[src/rtl/hrd_pkg.sv]
// Package with shared types, codes and helpers of the H4 receive deframer.
`timescale 1ns / 1ps

package hrd_pkg;

  // Result kinds.
  localparam logic [1:0] KIND_BYTE     = 2'd0;
  localparam logic [1:0] KIND_BAD_TYPE = 2'd1;
  localparam logic [1:0] KIND_OVERSIZE = 2'd2;

  // H4 packet type bytes.
  localparam logic [7:0] TYPE_ACL   = 8'h02;
  localparam logic [7:0] TYPE_SCO   = 8'h03;
  localparam logic [7:0] TYPE_EVENT = 8'h04;

  // Configuration register indexes.
  localparam int unsigned CFG_IDX_W = 1;
  localparam logic [CFG_IDX_W-1:0] CFG_ENABLE  = 1'b0;
  localparam logic [CFG_IDX_W-1:0] CFG_MAX_PKT = 1'b1;

  localparam int unsigned MAX_PKT_W     = 17;
  localparam logic [MAX_PKT_W-1:0] MAX_PKT_RESET = 17'd1024;

  // Command queue between the parser and the result sequencer.
  localparam int unsigned QUEUE_DEPTH = 4;
  localparam int unsigned QUEUE_PTR_W = $clog2(QUEUE_DEPTH);
  localparam int unsigned QUEUE_CNT_W = $clog2(QUEUE_DEPTH + 1);

  // One command: one to four results that share kind and packet type.
  typedef struct packed {
    logic [1:0]      kind;
    logic [7:0]      packet_kind;
    logic [3:0][7:0] data;
    logic [1:0]      last_idx;
    logic            first;
    logic            last;
  } hrd_cmd_t;

  // Header length of a packet type, zero for an unknown type.
  function automatic logic [2:0] header_len(input logic [7:0] t);
    logic [2:0] hl;
    case (t)
      TYPE_ACL:   hl = 3'd4;
      TYPE_SCO:   hl = 3'd3;
      TYPE_EVENT: hl = 3'd2;
      default:    hl = 3'd0;
    endcase
    return hl;
  endfunction

endpackage

[src/rtl/hrd_if.sv]
// Handshake channel interfaces of the H4 receive deframer.
`timescale 1ns / 1ps

interface hrd_rx_if import hrd_pkg::*; ();
  logic       valid;
  logic       ready;
  logic [7:0] rx_byte;

  modport source (output valid, output rx_byte, input ready);
  modport sink (input valid, input rx_byte, output ready);
endinterface

interface hrd_res_if import hrd_pkg::*; ();
  logic       valid;
  logic       ready;
  logic [1:0] kind;
  logic [7:0] packet_kind;
  logic [7:0] out_byte;
  logic       first_of_packet;
  logic       last_of_packet;

  modport source (output valid, output kind, output packet_kind, output out_byte,
                  output first_of_packet, output last_of_packet, input ready);
  modport sink (input valid, input kind, input packet_kind, input out_byte,
                input first_of_packet, input last_of_packet, output ready);
endinterface

interface hrd_cfg_if import hrd_pkg::*; ();
  logic                 valid;
  logic                 ready;
  logic [CFG_IDX_W-1:0] index;
  logic [MAX_PKT_W-1:0] data;

  modport source (output valid, output index, output data, input ready);
  modport sink (input valid, input index, input data, output ready);
endinterface

[src/rtl/hrd_front.sv]
// Byte parser: tracks the H4 framing state and turns bytes into result commands.
`timescale 1ns / 1ps

module hrd_front import hrd_pkg::*; (
  input  logic     clk_i,
  input  logic     rst_ni,
  hrd_rx_if.sink   rx_i,
  hrd_cfg_if.sink  cfg_i,
  input  logic     q_full_i,
  output logic     push_o,
  output hrd_cmd_t push_cmd_o
);

  localparam logic [1:0] PH_TYPE    = 2'd0;
  localparam logic [1:0] PH_HEADER  = 2'd1;
  localparam logic [1:0] PH_PAYLOAD = 2'd2;

  logic                 enable_q;
  logic [MAX_PKT_W-1:0] max_pkt_q;
  logic [1:0]           phase_q, phase_d;
  logic [7:0]           cur_type_q, cur_type_d;
  logic [2:0]           hdr_cnt_q, hdr_cnt_d;
  logic [15:0]          left_q, left_d;
  logic [3:0][7:0]      hdr_q;
  logic [3:0][7:0]      hdr_view;
  logic                 take;
  logic [2:0]           hl;
  logic [2:0]           cnt_inc;
  logic [15:0]          len;
  logic [15:0]          left_dec;
  logic                 oversize;

  // A request is accepted whenever the command queue has room; it is only processed while enabled.
  assign rx_i.ready  = !q_full_i;
  assign cfg_i.ready = 1'b1;
  assign take        = rx_i.valid && rx_i.ready && enable_q;

  // Configuration registers.
  always_ff @(posedge clk_i or negedge rst_ni) begin
    if (!rst_ni) begin
      enable_q  <= 1'b0;
      max_pkt_q <= MAX_PKT_RESET;
    end else if (cfg_i.valid) begin
      case (cfg_i.index)
        CFG_ENABLE:  enable_q  <= cfg_i.data[0];
        CFG_MAX_PKT: max_pkt_q <= cfg_i.data;
        default:     ;
      endcase
    end
  end

  // Header view with the current byte merged in at its slot.
  always_comb begin
    for (int i = 0; i < 4; i++) begin
      hdr_view[i] = (hdr_cnt_q[1:0] == 2'(i)) ? rx_i.rx_byte : hdr_q[i];
    end
  end

  assign hl       = header_len(cur_type_q);
  assign cnt_inc  = hdr_cnt_q + 3'd1;
  assign left_dec = left_q - 16'd1;

  always_comb begin
    case (cur_type_q)
      TYPE_ACL: len = {hdr_view[3], hdr_view[2]};
      TYPE_SCO: len = {8'd0, hdr_view[2]};
      default:  len = {8'd0, hdr_view[1]};
    endcase
  end

  assign oversize = (cur_type_q == TYPE_ACL) &&
                    (({1'b0, len} + 17'd4) > max_pkt_q);

  // Framing state machine.
  always_comb begin
    phase_d    = phase_q;
    cur_type_d = cur_type_q;
    hdr_cnt_d  = hdr_cnt_q;
    left_d     = left_q;
    push_o     = 1'b0;
    push_cmd_o = '0;
    push_cmd_o.packet_kind = cur_type_q;
    push_cmd_o.data[0]     = rx_i.rx_byte;
    if (take) begin
      case (phase_q)
        PH_HEADER: begin
          hdr_cnt_d = cnt_inc;
          if (hl == 3'd0 || cnt_inc >= hl) begin
            if (oversize) begin
              push_o          = 1'b1;
              push_cmd_o.kind = KIND_OVERSIZE;
              phase_d         = PH_TYPE;
              hdr_cnt_d       = 3'd0;
              left_d          = 16'd0;
            end else begin
              push_o              = (hl != 3'd0);
              push_cmd_o.kind     = KIND_BYTE;
              push_cmd_o.data     = hdr_view;
              push_cmd_o.last_idx = 2'(hl - 3'd1);
              push_cmd_o.first    = 1'b1;
              push_cmd_o.last     = (len == 16'd0);
              hdr_cnt_d           = 3'd0;
              left_d              = len;
              phase_d             = (len == 16'd0) ? PH_TYPE : PH_PAYLOAD;
            end
          end
        end
        PH_PAYLOAD: begin
          left_d          = left_dec;
          push_o          = 1'b1;
          push_cmd_o.kind = KIND_BYTE;
          push_cmd_o.last = (left_dec == 16'd0);
          if (left_dec == 16'd0) begin
            phase_d = PH_TYPE;
          end
        end
        default: begin
          // Expect a type byte; the spare phase code behaves the same.
          if (rx_i.rx_byte inside {TYPE_ACL, TYPE_SCO, TYPE_EVENT}) begin
            cur_type_d = rx_i.rx_byte;
            hdr_cnt_d  = 3'd0;
            left_d     = 16'd0;
            phase_d    = PH_HEADER;
          end else begin
            phase_d                = PH_TYPE;
            push_o                 = 1'b1;
            push_cmd_o.kind        = KIND_BAD_TYPE;
            push_cmd_o.packet_kind = 8'd0;
          end
        end
      endcase
    end
  end

  always_ff @(posedge clk_i or negedge rst_ni) begin
    if (!rst_ni) begin
      phase_q    <= PH_TYPE;
      cur_type_q <= 8'd0;
      hdr_cnt_q  <= 3'd0;
      left_q     <= 16'd0;
    end else begin
      phase_q    <= phase_d;
      cur_type_q <= cur_type_d;
      hdr_cnt_q  <= hdr_cnt_d;
      left_q     <= left_d;
    end
  end

  // Header byte store, written only while a header is collected.
  always_ff @(posedge clk_i) begin
    if (take && phase_q == PH_HEADER) begin
      hdr_q[hdr_cnt_q[1:0]] <= rx_i.rx_byte;
    end
  end

endmodule

[src/rtl/hrd_cmd_queue.sv]
// Short command queue between the byte parser and the result sequencer.
`timescale 1ns / 1ps

module hrd_cmd_queue import hrd_pkg::*; (
  input  logic     clk_i,
  input  logic     rst_ni,
  input  logic     push_i,
  input  hrd_cmd_t push_cmd_i,
  output logic     full_o,
  input  logic     pop_i,
  output logic     valid_o,
  output hrd_cmd_t pop_cmd_o
);

  hrd_cmd_t                   slot_q [QUEUE_DEPTH];
  logic [QUEUE_PTR_W-1:0]     wr_ptr_q, rd_ptr_q;
  logic [QUEUE_CNT_W-1:0]     cnt_q;
  logic                       do_push, do_pop;

  assign full_o    = (cnt_q == QUEUE_CNT_W'(QUEUE_DEPTH));
  assign valid_o   = (cnt_q != '0);
  assign pop_cmd_o = slot_q[rd_ptr_q];
  assign do_push   = push_i && !full_o;
  assign do_pop    = pop_i && valid_o;

  // Pointers and fill count.
  always_ff @(posedge clk_i or negedge rst_ni) begin
    if (!rst_ni) begin
      wr_ptr_q <= '0;
      rd_ptr_q <= '0;
      cnt_q    <= '0;
    end else begin
      if (do_push) begin
        wr_ptr_q <= wr_ptr_q + QUEUE_PTR_W'(1);
      end
      if (do_pop) begin
        rd_ptr_q <= rd_ptr_q + QUEUE_PTR_W'(1);
      end
      case ({do_push, do_pop})
        2'b10:   cnt_q <= cnt_q + QUEUE_CNT_W'(1);
        2'b01:   cnt_q <= cnt_q - QUEUE_CNT_W'(1);
        default: ;
      endcase
    end
  end

  // Storage slots.
  always_ff @(posedge clk_i) begin
    if (do_push) begin
      slot_q[wr_ptr_q] <= push_cmd_i;
    end
  end

endmodule

[src/rtl/hrd_back.sv]
// Result sequencer: expands each command into results behind an output register.
`timescale 1ns / 1ps

module hrd_back import hrd_pkg::*; (
  input  logic     clk_i,
  input  logic     rst_ni,
  input  logic     q_valid_i,
  input  hrd_cmd_t q_cmd_i,
  output logic     pop_o,
  hrd_res_if.source res_o
);

  logic       busy_q;
  hrd_cmd_t   cmd_q;
  logic [1:0] idx_q;
  logic       out_valid_q;
  logic [1:0] kind_q;
  logic [7:0] pkind_q;
  logic [7:0] byte_q;
  logic       first_q;
  logic       last_q;
  logic       adv;
  logic       last_elem;

  // Move one result of the held command into the output register whenever it is free or drained.
  assign adv       = busy_q && (!out_valid_q || res_o.ready);
  assign last_elem = (idx_q == cmd_q.last_idx);
  assign pop_o     = q_valid_i && (!busy_q || (adv && last_elem));

  always_ff @(posedge clk_i or negedge rst_ni) begin
    if (!rst_ni) begin
      busy_q      <= 1'b0;
      idx_q       <= 2'd0;
      out_valid_q <= 1'b0;
    end else begin
      if (pop_o) begin
        busy_q <= 1'b1;
        idx_q  <= 2'd0;
      end else if (adv) begin
        busy_q <= !last_elem;
        idx_q  <= idx_q + 2'd1;
      end
      if (adv) begin
        out_valid_q <= 1'b1;
      end else if (res_o.ready) begin
        out_valid_q <= 1'b0;
      end
    end
  end

  // Command and result payload registers.
  always_ff @(posedge clk_i) begin
    if (pop_o) begin
      cmd_q <= q_cmd_i;
    end
    if (adv) begin
      kind_q  <= cmd_q.kind;
      pkind_q <= cmd_q.packet_kind;
      byte_q  <= cmd_q.data[idx_q];
      first_q <= cmd_q.first && (idx_q == 2'd0);
      last_q  <= cmd_q.last && last_elem;
    end
  end

  assign res_o.valid           = out_valid_q;
  assign res_o.kind            = kind_q;
  assign res_o.packet_kind     = pkind_q;
  assign res_o.out_byte        = byte_q;
  assign res_o.first_of_packet = first_q;
  assign res_o.last_of_packet  = last_q;

endmodule

[src/rtl/hci_h4_rx_deframer_core.sv]
// Top level of the H4 receive deframer.
//
// Bytes from the UART receiver enter on the rx_i channel, one request per cycle
// while rx_i.ready is high. Results leave on res_o: packet bytes with first and
// last marks, or one error result for an unknown type byte or an oversize ACL.
// The cfg_i channel writes the enable bit (index 0) and the ACL size limit
// (index 1); it is always ready. The user must write it only while the block
// is idle; the block does not enforce this. A complete header yields two to
// four results from the one byte that ends it, or one oversize result; every
// other byte yields at most one. An accepted byte reaches its first result
// through the command queue, sequencer command register and output register.
// Input runs at one byte per cycle as long as the four-entry command queue has
// room; the sequencer drains one result per cycle while the receiver is ready,
// so only header bursts can fill the queue. When the receiver stalls, the output
// register holds its result, the queue fills, and rx_i.ready drops once full.
// Reset clears the framing state, disables the block and sets the limit to
// 1024 bytes; no clearing pass is needed.
`timescale 1ns / 1ps

module hci_h4_rx_deframer_core import hrd_pkg::*; (
  input  logic       clk_i,
  input  logic       rst_ni,
  hrd_rx_if.sink     rx_i,
  hrd_cfg_if.sink    cfg_i,
  hrd_res_if.source  res_o
);

  logic     push;
  hrd_cmd_t push_cmd;
  logic     q_full;
  logic     pop;
  logic     q_valid;
  hrd_cmd_t q_cmd;

  // Byte parser.
  hrd_front u_front (
    .clk_i      (clk_i),
    .rst_ni     (rst_ni),
    .rx_i       (rx_i),
    .cfg_i      (cfg_i),
    .q_full_i   (q_full),
    .push_o     (push),
    .push_cmd_o (push_cmd)
  );

  // Command queue.
  hrd_cmd_queue u_queue (
    .clk_i      (clk_i),
    .rst_ni     (rst_ni),
    .push_i     (push),
    .push_cmd_i (push_cmd),
    .full_o     (q_full),
    .pop_i      (pop),
    .valid_o    (q_valid),
    .pop_cmd_o  (q_cmd)
  );

  // Result sequencer.
  hrd_back u_back (
    .clk_i     (clk_i),
    .rst_ni    (rst_ni),
    .q_valid_i (q_valid),
    .q_cmd_i   (q_cmd),
    .pop_o     (pop),
    .res_o     (res_o)
  );

endmodule
[src/flat_wrapper.sv]
// flat-port wrapper written by rule: the top's interface ports become plain ports
module hci_h4_rx_deframer_core_flat import hrd_pkg::*;
  (clk_i, rst_ni, rx_i_valid, rx_i_rx_byte, rx_i_ready, cfg_i_valid, cfg_i_index, cfg_i_data, cfg_i_ready, res_o_valid, res_o_kind, res_o_packet_kind, res_o_out_byte, res_o_first_of_packet, res_o_last_of_packet, res_o_ready);
  hrd_rx_if rx_i_i ();
  hrd_cfg_if cfg_i_i ();
  hrd_res_if res_o_i ();
  input  logic clk_i;
  input  logic rst_ni;
  input wire logic [$bits(rx_i_i.valid)-1:0] rx_i_valid;
  input wire logic [$bits(rx_i_i.rx_byte)-1:0] rx_i_rx_byte;
  output wire logic [$bits(rx_i_i.ready)-1:0] rx_i_ready;
  input wire logic [$bits(cfg_i_i.valid)-1:0] cfg_i_valid;
  input wire logic [$bits(cfg_i_i.index)-1:0] cfg_i_index;
  input wire logic [$bits(cfg_i_i.data)-1:0] cfg_i_data;
  output wire logic [$bits(cfg_i_i.ready)-1:0] cfg_i_ready;
  output wire logic [$bits(res_o_i.valid)-1:0] res_o_valid;
  output wire logic [$bits(res_o_i.kind)-1:0] res_o_kind;
  output wire logic [$bits(res_o_i.packet_kind)-1:0] res_o_packet_kind;
  output wire logic [$bits(res_o_i.out_byte)-1:0] res_o_out_byte;
  output wire logic [$bits(res_o_i.first_of_packet)-1:0] res_o_first_of_packet;
  output wire logic [$bits(res_o_i.last_of_packet)-1:0] res_o_last_of_packet;
  input wire logic [$bits(res_o_i.ready)-1:0] res_o_ready;
  assign rx_i_i.valid = rx_i_valid;
  assign rx_i_i.rx_byte = rx_i_rx_byte;
  assign rx_i_ready = rx_i_i.ready;
  assign cfg_i_i.valid = cfg_i_valid;
  assign cfg_i_i.index = cfg_i_index;
  assign cfg_i_i.data = cfg_i_data;
  assign cfg_i_ready = cfg_i_i.ready;
  assign res_o_valid = res_o_i.valid;
  assign res_o_kind = res_o_i.kind;
  assign res_o_packet_kind = res_o_i.packet_kind;
  assign res_o_out_byte = res_o_i.out_byte;
  assign res_o_first_of_packet = res_o_i.first_of_packet;
  assign res_o_last_of_packet = res_o_i.last_of_packet;
  assign res_o_i.ready = res_o_ready;
  hci_h4_rx_deframer_core u_core (.clk_i(clk_i), .rst_ni(rst_ni), .rx_i(rx_i_i), .cfg_i(cfg_i_i), .res_o(res_o_i));
endmodule
[config.mk]
export PLATFORM = sky130hd
export DESIGN_NAME = hci_h4_rx_deframer_core_flat
export DESIGN_NICKNAME = d
export VERILOG_FILES = /design/src/rtl/hrd_pkg.sv /design/src/rtl/hrd_if.sv /design/src/rtl/hrd_front.sv /design/src/rtl/hrd_cmd_queue.sv /design/src/rtl/hrd_back.sv /design/src/rtl/hci_h4_rx_deframer_core.sv /design/src/flat_wrapper.sv
export SDC_FILE = /design/constraint.sdc
export NUM_CORES = 1
export LEC_CHECK = 0
export BUFFER_PORTS_ARGS = -buffer_cell sky130_fd_sc_hd__buf_2
export CAP_MARGIN = 10
export CELL_PAD_IN_SITES_DETAIL_PLACEMENT = 0
export CELL_PAD_IN_SITES_GLOBAL_PLACEMENT = 1
export CORE_MARGIN = 3
export CORE_UTILIZATION = 25
export CTS_CLUSTER_SIZE = 25
export DETAILED_ROUTE_END_ITERATION = 6
export GPL_TIMING_DRIVEN = 0
export PLACE_DENSITY = 0.53
export SLEW_MARGIN = 20
export SYNTH_ARGS = -nofsm -noshare
export SYNTH_HDL_FRONTEND = slang
export SYNTH_SLANG_ARGS = --single-unit
[constraint.sdc]
create_clock -name clk_i -period 4.95 [get_ports clk_i]
set_input_delay 0.495 -clock clk_i [delete_from_list [all_inputs] [get_ports clk_i]]
set_output_delay 0.495 -clock clk_i [all_outputs]
set_load 0.005 [all_outputs]
==> key figures <==
Placement
  – Gpl congestion: 0.7838
  – # placed instances: 1744
  – Port Buffers: between 50 and 60
  – Placement Cell Area: 16170 µm²
  – Final HPWL DP: 23570 µm

GRT
  – GRT Residual Overflow: 0
  – Global Route met3 Usage: about 2.1%
  – Global-route wire length before repair: 53790 µm
  – Number of global-route vias before repair: 8471
  – Total GRT Usage: between 10% and 20%
  – GR met1 Demand/Resource: around 16%
  – M2 GR Usage: 19.43%
  – Antenna violations before repair: 0
  – Largest net degree at the start of global routing: 48
  – Busiest grt layer: met2

Clocking
  – Root buffer cell: clkbuf_16
  – Worst-path clk slew: ~0.060 ns
  – CTS tree: built
  – Max clock buf depth: 3
  – Skew-Pair Late Insertion Delay: between 0.5 and 0.6 ns
  – Total CTS buffers: 40
  – CTS H-tree depth: 2
  – Clock sinks: 340

Yosys
  – Syn Inst Count: 921
  – Syn Nets: between 900 and 1000
  – Synth top area share: ~58%
  – Synth area leader: edfxtp_1
  – Register bit count reported by yosys: 340
  – Area contributors post-synth: edfxtp_1 58%, dfrtp_1 9.7%, mux4_2 8.3%, ha_1 3.1%, mux2_2 2.5%
  – Post-synthesis area per instance: about 16 µm²
  – Post-synthesis cell area: 14680 µm²
  – YS warnings: 0
  – EDFF count, synth: 282
  – Fraction of registers with async set/reset: between 10% and 20%
  – Post-synth top flop: edfxtp_1
  – Yosys cell types: 75
  – Seq/Total Area, Yosys: 67.60%

Die
  – Core ar.: approximately 58000 µm²
  – Site Rows: slightly below 90
  – I/O pins: 54
  – Die width: 248.3 µm
  – Initial cell density of the core: 25.34%
  – Die area: 61650 µm²
  – Die H: 248.3 µm

Worst setup path
  – Worst setup path startpoint: u_core.u_front.cur_type_q[7]
  – Worst Reg-to-Reg Cells: 18
  – Startpoint Class: flip-flop
  – Critical path's largest stage delay: 0.57 ns
  – Critical path class: reg2reg
  – CP required: 5.24 ns
  – Worst Path Arrival: between 5 and 6 ns
  – FF-to-FF End: u_core.u_queue.slot_q[1][6]
  – CP endpoint kind: flip-flop
  – Max Fanout on Critical Path: 8
  – Worst r2r src: u_core.u_front.cur_type_q[7]
  – R2R setup slack: -0.32 ns
  – Slowest cell on crit path: or4b_4
  – Worst path cell trace: nor4_4, and3_4, mux2i_4, buf_6, buf_6, o221ai_4, or3_4, or4_1, and3_4, ha_4, nand4_1, or4_1, o22ai_1, or4b_4, a211o_4, nor2_4, buf_12, mux2_4

STA
  – Total negative slack: -21.20 ns
  – Max-slew headroom: between 20% and 30%
  – Slew @ Worst Pin: between 1 and 1.5 ns
  – Fin. Hold Viols: 0
  – Final Slew Violations: 0
  – Max Freq: 189.8 MHz
  – PnR worst setup slack: -0.3181 ns
  – RSZ-0062 raised after global routing: true
  – Final Cycle Share: 106.4%
  – Clk_skew: 0.02182 ns
  – Final hold slack: 0.1719 ns
  – Final setup violating endpoints: 144
  – Fin crit period: 5.268 ns

Route
  – DRT antenna net count: 0
  – DR pass1 iterations: 5
  – DR DRC count: 0
  – Vias per inst: roughly 4.5
  – Drt wl/cell: 19.32 µm
  – Initial DRC Count: about 540
  – Final wirelength: 35650 µm
  – Vias post-DR: 8282

Pwr
  – PwrDens: 479.1 nW/µm²
  – Peak supply drop: 0.2765 mV
  – Leakage power: around 6.3 nW

Hold path
  – Hold Path End: u_core.u_front.max_pkt_q[3]
  – Hold path depth: 2
  – Hold Path Origin: cfg_i_data[3]
  – Hold Path Class: in2reg

Run
  – Max Cap Viol: 0

Status
  – Failing checks: negative setup slack
  – Run status: finished with violations

Layout
  – Share of cells above drive strength 1: 30.56%
  – Final cell count without fillers: 1845
  – Post-route cell area: 18200 µm²
  – Nets@finish: 1120
  – Area grow syn2layout: 23.97%
  – Diode count: 0
## metrics by stage
stage	total power, W	util (%)	worst slack (ns)
CTS	0.008869	31.06	-0.3476
floorplan	0.005322	-	-0.1079
finish	0.008717	31.42	-0.3181
detailed placement	0.006062	27.92	-1.366
global route	0.009205	31.42	-0.4811
global placement	0.005995	27.62	-1.352
## critical path, delay by kind of cell (launching register included)
family	cells	cell delay, ns
AO/OA/AOI/OAI	3	0.58
multiplexers	2	0.64
AND/OR/NAND/NOR	9	2.72
buffers and inverters	3	0.41
adder cells (fa/ha/maj)	1	0.23
flip-flops	1	0.41
## placed cells by master, fill, tap and decap left out, types with 27 or more instances in the layout
cell type	count
inv_1	39
clkbuf_16	41
edfxtp_1	282
nor2_1	35
mux4_2	54
o21ai_0	27
dfrtp_1	57
buf_2	54
nand2_1	36
ha_1	33
## flip-flops by register name, summed over array words and instances (netlist names), 2 cells and up
| register | flops |
|---|---|
| u_core.u_queue.slot_q | 184 |
| u_core.u_back.cmd_q | 46 |
| u_core.u_front.hdr_q | 32 |
| u_core.u_front.left_q | 16 |
| u_core.u_back.res_o.out_byte | 8 |
| u_core.u_front.cur_type_q | 8 |
| u_core.u_back.res_o.packet_kind | 8 |
| u_core.u_front.hdr_cnt_q | 3 |
| u_core.u_queue.wr_ptr_q | 2 |
| u_core.u_queue.cnt_q | 3 |
| u_core.u_back.res_o.kind | 2 |
| u_core.u_queue.rd_ptr_q | 2 |
| u_core.u_back.idx_q | 2 |
| u_core.u_front.max_pkt_q | 17 |
| u_core.u_front.phase_q | 2 |
## worst max-delay path by stage
stage	to	slack [ns]	cells after the start
after detailed placement	u_core.u_queue.slot_q[0][6]	-1.37	19
final	u_core.u_queue.slot_q[1][6]	-0.32	18
after floorplan	u_core.u_queue.slot_q[0][10]	-0.11	17
after global placement	u_core.u_queue.slot_q[0][6]	-1.35	19
after global routing	u_core.u_queue.slot_q[0][5]	-0.48	21
after CTS	u_core.u_queue.slot_q[0][6]	-0.35	18
## cells in the mapped netlist, drive strengths merged, types with 2 or more instances
cell type / number
inv: 45
xor2: 7
nor4: 5
o31ai: 2
ha: 36
nand4: 6
xnor2: 10
nor3: 21
nand2b: 9
o21a: 2
a21oi: 22
and3: 6
or3b: 3
mux2i: 29
o211ai: 2
nor4b: 2
nand2: 36
a31oi: 6
a22oi: 7
dfrtp: 57
mux2: 33
o32ai: 3
or3: 13
buf: 18
a211o: 3
mux4: 54
a21o: 6
or2: 3
clkbuf: 16
nor2: 63
o211a: 2
or4: 6
o221ai: 13
or4b: 2
nand3: 13
edfxtp: 282
and2: 12
o21ai: 31
nand3b: 2
a211oi: 2
nor2b: 12
## layer usage
metal / vias to the layer above / share of wire, %
met3: 49 / 3.5
li1: 3844 / -
met4: 0 / 1.9
met1: 4258 / 45
met5: - / 0
met2: 131 / 49
## cells by family (layout without fill, tap and decap cells)
kind of cell,after synthesis,count (layout),share of synthesized area (%)
adders and majority gates,37,37,3.205
buffers and inverters,79,238,2.191
xor gates and xnor gates,17,17,1.014
DFF,340,340,67.60
other,1,1,0.02555
and+or+nand+nor,220,220,7.920
muxes,116,116,12.88
AOI/OAI and AO/OA,111,111,5.166
## where the power goes
part | switching (W) | total, W | internal (W)
Combinational | 0.00114 | 0.00202 | 0.000881
Clock | 0.00117 | 0.00275 | 0.00158
Sequential | 0.000206 | 0.00394 | 0.00374
## timing repair
action | in CTS | in global routing
cloned | 1 | 1
gates resized for setup | 86 | 32
buffers inserted | 25 | 8
pin swaps | 33 | 28
hold endpoints to repair | 11 | 0
endpoints found under the setup margin | 165 | 165
hold buffers | 1 | 0
## layout make-up
cell class	count	area, µm²
clock buffers	50	1069
plain buffers	30	168.9
repair buffers	93	783.3
multi-input cells	502	4974
well taps	765	957.2
fillers	5709	39720
inverters	45	173.9
clock inverters	20	148.9
flip-flops and latches	340	9921
Power figures use the tool's default switching activity.
